--- src/rtl/stt_pkg.sv ---
package stt_pkg;

  // Table depth and the index widths that follow from it.
  localparam int MAX_TIMERS = 16;
  localparam int IDX_W      = (MAX_TIMERS > 1) ? $clog2(MAX_TIMERS) : 1;
  localparam int CNT_W      = $clog2(MAX_TIMERS + 1);

  typedef enum logic {
    FUNC_TICK = 1'b0,
    FUNC_ADD  = 1'b1
  } func_t;

  typedef enum logic [1:0] {
    KIND_ADDED = 2'd0,
    KIND_FIRED = 2'd1,
    KIND_DONE  = 2'd2,
    KIND_FULL  = 2'd3
  } kind_t;

  typedef struct packed {
    func_t       func;
    logic        from_user;
    logic [31:0] period;
    logic        repeat_req;
  } req_word_t;

  typedef struct packed {
    kind_t       kind;
    logic [31:0] timer_id;
    logic [63:0] ms_count;
    logic        last;
  } rsp_word_t;

  // One stored timer.
  typedef struct packed {
    logic [31:0] id;
    logic [31:0] period;
    logic [31:0] count;
    logic        rep;
  } entry_t;

  // Controller to datapath.
  typedef struct packed {
    logic  capture;
    logic  tick_start;
    logic  add_store;
    logic  walking;
    logic  step;
    logic  finish;
    logic  emit;
    kind_t emit_kind;
  } stt_cmd_t;

  // Datapath to controller.
  typedef struct packed {
    logic full;
    logic has_entries;
    logic out_free;
    logic fire;
    logic last_entry;
  } stt_sts_t;

endpackage

--- src/rtl/software_timer_table.sv ---
// Software timer table: up to MAX_TIMERS timers kept in insertion order in a
// single-port-read table RAM, plus a 64-bit millisecond counter. An add word
// stores a timer under the next sequential id and answers with that id, or
// answers table full and stores nothing. A tick word bumps the millisecond
// counter; a tick from user mode also walks the table once, counting every
// timer up, reporting each one that reaches its period, restarting repeating
// timers and squeezing one-shot timers out while keeping the order. Every
// tick ends with a done word carrying the counter. A user tick with stored
// timers walks them in order, reading one table entry per cycle through
// the RAM's single read port while no fired word is held up. An added,
// fired, full or done word that is ready waits while the output register
// still holds a word not yet taken. One word is taken at a time; a
// finished word sits in the output register until taken.
module software_timer_table (
  input  logic               clk,
  input  logic               rst,
  input  logic               req_valid,
  output logic               req_ready,
  input  stt_pkg::req_word_t req,
  output logic               rsp_valid,
  input  logic               rsp_ready,
  output stt_pkg::rsp_word_t rsp
);
  import stt_pkg::*;

  stt_cmd_t cmd;
  stt_sts_t sts;

  // The sequencer decides when to accept, walk and emit.
  stt_ctrl u_ctrl (
    .clk           (clk),
    .rst           (rst),
    .req_valid     (req_valid),
    .req_func      (req.func),
    .req_from_user (req.from_user),
    .sts           (sts),
    .req_ready     (req_ready),
    .cmd           (cmd)
  );

  // The datapath owns the counters, the table and the output register.
  stt_dp u_dp (
    .clk       (clk),
    .rst       (rst),
    .req       (req),
    .rsp_ready (rsp_ready),
    .cmd       (cmd),
    .sts       (sts),
    .rsp_valid (rsp_valid),
    .rsp       (rsp)
  );

endmodule

--- src/rtl/stt_ram.sv ---
module stt_ram #(
  parameter int WIDTH = 8,
  parameter int DEPTH = 16
) (
  input  logic                                    clk,
  input  logic                                    we,
  input  logic [((DEPTH > 1) ? $clog2(DEPTH) : 1)-1:0] waddr,
  input  logic [WIDTH-1:0]                        wdata,
  input  logic [((DEPTH > 1) ? $clog2(DEPTH) : 1)-1:0] raddr,
  output logic [WIDTH-1:0]                        rdata
);

  logic [WIDTH-1:0] mem [DEPTH];

  always_ff @(posedge clk) begin
    if (we) begin
      mem[waddr] <= wdata;
    end
    rdata <= mem[raddr];
  end

endmodule

--- src/rtl/stt_ctrl.sv ---
module stt_ctrl (
  input  logic             clk,
  input  logic             rst,
  input  logic             req_valid,
  input  stt_pkg::func_t   req_func,
  input  logic             req_from_user,
  input  stt_pkg::stt_sts_t sts,
  output logic             req_ready,
  output stt_pkg::stt_cmd_t cmd
);
  import stt_pkg::*;

  typedef enum logic [1:0] {
    S_IDLE,
    S_ADD,
    S_WALK,
    S_DONE
  } state_t;

  state_t state, state_next;

  always_comb begin
    state_next    = state;
    req_ready     = 1'b0;
    cmd           = '0;
    cmd.emit_kind = KIND_DONE;
    unique case (state)
      S_IDLE: begin
        req_ready = 1'b1;
        if (req_valid) begin
          cmd.capture = 1'b1;
          if (req_func == FUNC_ADD) begin
            state_next = S_ADD;
          end else begin
            cmd.tick_start = 1'b1;
            state_next = (req_from_user && sts.has_entries) ? S_WALK : S_DONE;
          end
        end
      end
      S_ADD: begin
        if (sts.out_free) begin
          cmd.emit = 1'b1;
          if (sts.full) begin
            cmd.emit_kind = KIND_FULL;
          end else begin
            cmd.add_store = 1'b1;
            cmd.emit_kind = KIND_ADDED;
          end
          state_next = S_IDLE;
        end
      end
      S_WALK: begin
        cmd.walking = 1'b1;
        // A firing entry waits here until the output register has room.
        if (!(sts.fire && !sts.out_free)) begin
          cmd.step      = 1'b1;
          cmd.emit      = sts.fire;
          cmd.emit_kind = KIND_FIRED;
          if (sts.last_entry) begin
            cmd.finish = 1'b1;
            state_next = S_DONE;
          end
        end
      end
      S_DONE: begin
        if (sts.out_free) begin
          cmd.emit      = 1'b1;
          cmd.emit_kind = KIND_DONE;
          state_next    = S_IDLE;
        end
      end
      default: state_next = S_IDLE;
    endcase
  end

  always_ff @(posedge clk) begin
    if (rst) begin
      state <= S_IDLE;
    end else begin
      state <= state_next;
    end
  end

endmodule

--- src/rtl/stt_dp.sv ---
module stt_dp (
  input  logic               clk,
  input  logic               rst,
  input  stt_pkg::req_word_t req,
  input  logic               rsp_ready,
  input  stt_pkg::stt_cmd_t  cmd,
  output stt_pkg::stt_sts_t  sts,
  output logic               rsp_valid,
  output stt_pkg::rsp_word_t rsp
);
  import stt_pkg::*;

  logic [63:0]      ms_counter;
  logic [31:0]      next_timer_id;
  logic [CNT_W-1:0] active_count;
  logic [CNT_W-1:0] rd;
  logic [CNT_W-1:0] wr;
  logic [31:0]      add_period;
  logic             add_repeat;

  logic [CNT_W-1:0] rd_inc;
  logic [CNT_W-1:0] wr_next;
  logic [IDX_W-1:0] raddr;
  logic [IDX_W-1:0] waddr;
  logic             we;
  entry_t           wdata;
  entry_t           cur;
  logic [31:0]      count_inc;
  logic             fire;
  logic             keep;

  stt_ram #(
    .WIDTH ($bits(entry_t)),
    .DEPTH (MAX_TIMERS)
  ) u_table (
    .clk   (clk),
    .we    (we),
    .waddr (waddr),
    .wdata (wdata),
    .raddr (raddr),
    .rdata (cur)
  );

  assign rd_inc    = rd + CNT_W'(1);
  assign count_inc = cur.count + 32'd1;
  assign fire      = (cur.period != 32'd0) && (count_inc == cur.period);
  assign keep      = !fire || cur.rep;
  assign wr_next   = wr + CNT_W'(keep);

  // While walking, fetch the next entry as soon as the current one retires.
  assign raddr = cmd.walking ? (cmd.step ? rd_inc[IDX_W-1:0] : rd[IDX_W-1:0]) : '0;

  always_comb begin
    we    = 1'b0;
    waddr = wr[IDX_W-1:0];
    wdata = cur;
    if (cmd.add_store) begin
      we           = 1'b1;
      waddr        = active_count[IDX_W-1:0];
      wdata.id     = next_timer_id;
      wdata.period = add_period;
      wdata.count  = 32'd0;
      wdata.rep    = add_repeat;
    end else if (cmd.step && keep) begin
      we          = 1'b1;
      wdata.count = fire ? 32'd0 : count_inc;
    end
  end

  assign sts.full        = (active_count == CNT_W'(MAX_TIMERS));
  assign sts.has_entries = (active_count != '0);
  assign sts.out_free    = !rsp_valid || rsp_ready;
  assign sts.fire        = fire;
  assign sts.last_entry  = (rd_inc == active_count);

  always_ff @(posedge clk) begin
    if (rst) begin
      ms_counter    <= 64'd0;
      next_timer_id <= 32'd1;
      active_count  <= '0;
      rsp_valid     <= 1'b0;
    end else begin
      if (cmd.tick_start) begin
        ms_counter <= ms_counter + 64'd1;
      end
      if (cmd.add_store) begin
        next_timer_id <= next_timer_id + 32'd1;
        active_count  <= active_count + CNT_W'(1);
      end
      if (cmd.finish) begin
        active_count <= wr_next;
      end
      if (cmd.emit) begin
        rsp_valid <= 1'b1;
      end else if (rsp_ready) begin
        rsp_valid <= 1'b0;
      end
    end
  end

  always_ff @(posedge clk) begin
    if (cmd.capture) begin
      add_period <= req.period;
      add_repeat <= req.repeat_req;
    end
    if (cmd.tick_start) begin
      rd <= '0;
      wr <= '0;
    end else if (cmd.step) begin
      rd <= rd_inc;
      wr <= wr_next;
    end
    if (cmd.emit) begin
      rsp.kind     <= cmd.emit_kind;
      rsp.ms_count <= ms_counter;
      rsp.last     <= (cmd.emit_kind != KIND_FIRED);
      unique case (cmd.emit_kind)
        KIND_ADDED: rsp.timer_id <= next_timer_id;
        KIND_FIRED: rsp.timer_id <= cur.id;
        default:    rsp.timer_id <= 32'd0;
      endcase
    end
  end

endmodule

--- config.mk ---
export PLATFORM = sky130hd
export DESIGN_NAME = software_timer_table
export DESIGN_NICKNAME = d
export VERILOG_FILES = /design/src/rtl/stt_pkg.sv /design/src/rtl/software_timer_table.sv /design/src/rtl/stt_ram.sv /design/src/rtl/stt_ctrl.sv /design/src/rtl/stt_dp.sv
export SDC_FILE = /design/constraint.sdc
export NUM_CORES = 2
export LEC_CHECK = 0
export BUFFER_PORTS_ARGS = -buffer_cell sky130_fd_sc_hd__clkbuf_2
export CORE_MARGIN = 3
export CORE_UTILIZATION = 30
export CTS_BUF_LIST = sky130_fd_sc_hd__clkbuf_16
export DETAILED_ROUTE_END_ITERATION = 16
export GPL_TIMING_DRIVEN = 0
export PLACE_DENSITY = 0.57
export SLEW_MARGIN = 25
export SYNTH_ARGS = -nofsm -noshare
export SYNTH_HDL_FRONTEND = slang
export SYNTH_SLANG_ARGS = --single-unit
--- constraint.sdc ---
create_clock -name clk -period 7.4 [get_ports clk]
set_input_delay 0 -clock clk [delete_from_list [all_inputs] [get_ports clk]]
set_output_delay 0 -clock clk [all_outputs]
set_load 0.02 [all_outputs]
==> results.json <==
{
  "synth_nets": 4818,
  "die_x_um": 506.4,
  "finalClockSkew_ns": 0.1179,
  "syn_area_um2": 75120,
  "numCtsBuffers": 196,
  "hold_class": "primary input to register",
  "start_util_pct": 30.18,
  "relSlewSlack_pct": 20.80,
  "core_area_um2": 248900,
  "final_cell_mix": "edfxtp_1, mux2i_1, nand2_1, dfxtp_1, clkbuf_16",
  "drt_iter0_drc": 4204,
  "drc": 0,
  "slew_viol_final": 0,
  "grtUsageMet2_pct": 25.56,
  "synth_edf_count": 1684,
  "nNetsFinal": 5353,
  "synthFlopType": "edfxtp_1",
  "fmax_ghz": 0.1419,
  "grt_pass1_vias": 43500,
  "area_growth_pct": 20.15,
  "cp.required_ns": 8.14,
  "p_leak_nw": 33.36,
  "pin_count": 140,
  "met3_usage_pct": 2.529,
  "ys_seq_area_share_pct": 72.94,
  "yosys_register_bits": 1895,
  "htree_levels": 4,
  "antenna_found_initial": 10,
  "final_util_pct": 36.26,
  "finalHoldViolCount": 0,
  "grt_usage_pct": 15.93,
  "synthArstFlopShare_pct": 0,
  "period_share_pct": 95.23,
  "dieArea_um2": 256400,
  "port_buffers": 138,
  "ir_worst_vdd_uv": 266.5,
  "final_common_cell": "edfxtp_1",
  "cts_buffer_depth": 3,
  "layout_setup_ws_ns": 0.3529,
  "drv_cap": 0,
  "arrival_ns": 7.79,
  "grt_max_degree": 31,
  "gp_congestion": 0.8748,
  "ys_types": 69,
  "dp_worst_setup_slack_ns": -0.2379,
  "clkLatencyLatePin_ns": 0.88,
  "fin_hold_ws_ns": 0.2841,
  "fin_crit_ns": 7.047,
  "syn-instance-count": 4771,
  "wl_per_cell_um": 23.90,
  "powerDensity_nw_per_um2": 318.3,
  "setup_viol": 0,
  "path_cells": "clkbuf_1, nand4_1, or2_2, clkbuf_1, nor4_1, mux2i_1, or4b_1, or4b_1, nor3_2, xnor2_2, buf_2, buf_2, clkbuf_1, mux2i_1, o221ai_1, o32a_1",
  "busiest_layer": "met2",
  "criticalPathCategory": "register to register",
  "fin_setup_tns_ns": 0,
  "worstSetupStartpointType": "register",
  "dpl.hpwl_um": 145000,
  "crit_path_end_kind": "register",
  "ant_nets": 0,
  "worst_slew_pin_slew_ns": 1.188,
  "syn_area_per_cell_um2": 15.75,
  "vias": 44350,
  "cts_tree": "done",
  "crit_top_cell": "clkbuf_1",
  "post-cts-setup-buffers": 0,
  "critPathMaxStageDelay_ns": 0.81,
  "outcome": "completed",
  "cts-root-buf": "clkbuf_16",
  "cts.sinks": 1895,
  "crit_slowest_cell": "clkbuf_1",
  "drive_gt1_share_pct": 12.76,
  "use_met1_pct": 21.88,
  "clk_pin_slew_ns": 0.06,
  "drt-vias-per-instance": 5.029,
  "grt_pass1_wl_um": 304500,
  "yosysWarnings": 0,
  "rows": 183,
  "drt_first_pass_iters": 8,
  "overflow": 0,
  "dieHeight_um": 506.4,
  "instances_no_fill": 8819,
  "totalWireLength_um": 210800,
  "dp.cells": 8364,
  "crit_fanout": 10
}
-- metrics by stage --
stage | instance area [um2] | power [mW]
2_1_floorplan | 75150 | 16.87
3_3_place_gp | 80010 | 18.81
3_5_place_dp | 82930 | 19.13
4_1_cts | 90180 | 28.91
5_1_grt | 90250 | 29.76
6_report | 90250 | 28.73
-- cells in the mapped netlist (32+ instances only) --
cell type  number  area share (%)
mux2i_1       784              10
o32a_1         99             1.3
buf_2          61            0.41
dfxtp_1       211             5.6
nand2_1       366             1.8
o221ai_1      195             2.3
o21a_1         97            0.97
nand3_1        49            0.33
xor2_1         95             1.1
buf_1          44            0.22
clkbuf_1      188            0.94
a211oi_1      100             1.0
nand4_1        32            0.27
xnor2_1        49            0.57
edfxtp_1     1684              67
a21oi_1       145            0.97
and3_1        132             1.1
o21ai_0        63            0.42
nor2_1        160            0.80
-- worst max-delay path: cells and delay by family (launching register included) --
kind	cells	cell delay (ns)
simple gates	6	2.65
xor+xnor	1	0.32
compound gates	2	0.37
mux	2	0.58
buf+inv	5	2.63
flops	1	0.39
-- state kept, by name, summed over array words and instances (netlist names) --
signal	cells
u_dp.active_count	5
u_dp.add_repeat	1
u_dp.rd	5
u_dp.u_table.mem	1552
u_dp.wr	5
u_ctrl.state	2
u_dp.rsp	99
u_dp.ms_counter	64
u_dp.rsp_valid	1
u_dp.next_timer_id	32
u_dp.add_period	32
u_dp.u_table.rdata	97
-- power by group --
part | switching (mW) | internal (mW) | leakage, nW
sequential | 0.466 | 13.3 | 17.1
combinational | 3.56 | 1.63 | 13.0
clock | 4.26 | 5.50 | 3.31
-- worst paths after layout --
check	to	from	slack, ns	cells after the start
worst min register to register	u_dp.rsp[59]$_DFFE_PP_	u_dp.ms_counter[58]$_SDFFE_PP0P_	0.46	0
worst max-delay path	u_dp.u_table.rdata[71]$_DFF_P_	u_dp.u_table.rdata[18]$_DFF_P_	0.35	16
worst max register to register	u_dp.u_table.rdata[71]$_DFF_P_	u_dp.u_table.rdata[18]$_DFF_P_	0.35	16
worst min-delay path	u_dp.add_period[28]$_DFFE_PP_	req_valid	0.28	3
-- logic make-up after synthesis --
kind of cell               count (synthesis)  share of synthesized area [%]
AOI/OAI and AO/OA                        762                          7.665
xor gates and xnor gates                 144                          1.679
adders and majority gates                  8                         0.1333
buffers and inverters                    309                          1.671
DFF                                     1895                          72.94
muxes                                    784                          10.45
and+or+nand+nor                          869                          5.465
-- final cells by class --
type	instances	area, um2
Tap cell	3330	4167
Fill cell	23280	158600
Multi-Input combinational cell	2567	19410
Timing Repair Buffer	337	4069
Inverter	11	41.29
Clock inverter	176	1589
Clock buffer	196	4905
Buffer	298	1261
Sequential cell	1895	54790
Antenna cell	9	22.52
-- per-layer routing --
metal  vias to the layer above  share of wire [%]
met4                         0                3.6
met5                         -                  0
met3                       350                6.5
li1                      19850                  -
met1                     22600                 43
met2                      1553                 47
-- timing repair --
item	CTS	global route
hold endpoints to repair	116	0
gates cloned	0	0
gates resized for setup	4	24
setup endpoints to repair	77	75
hold buffers	74	0
No activity file was read; power rests on OpenSTA's default activity.
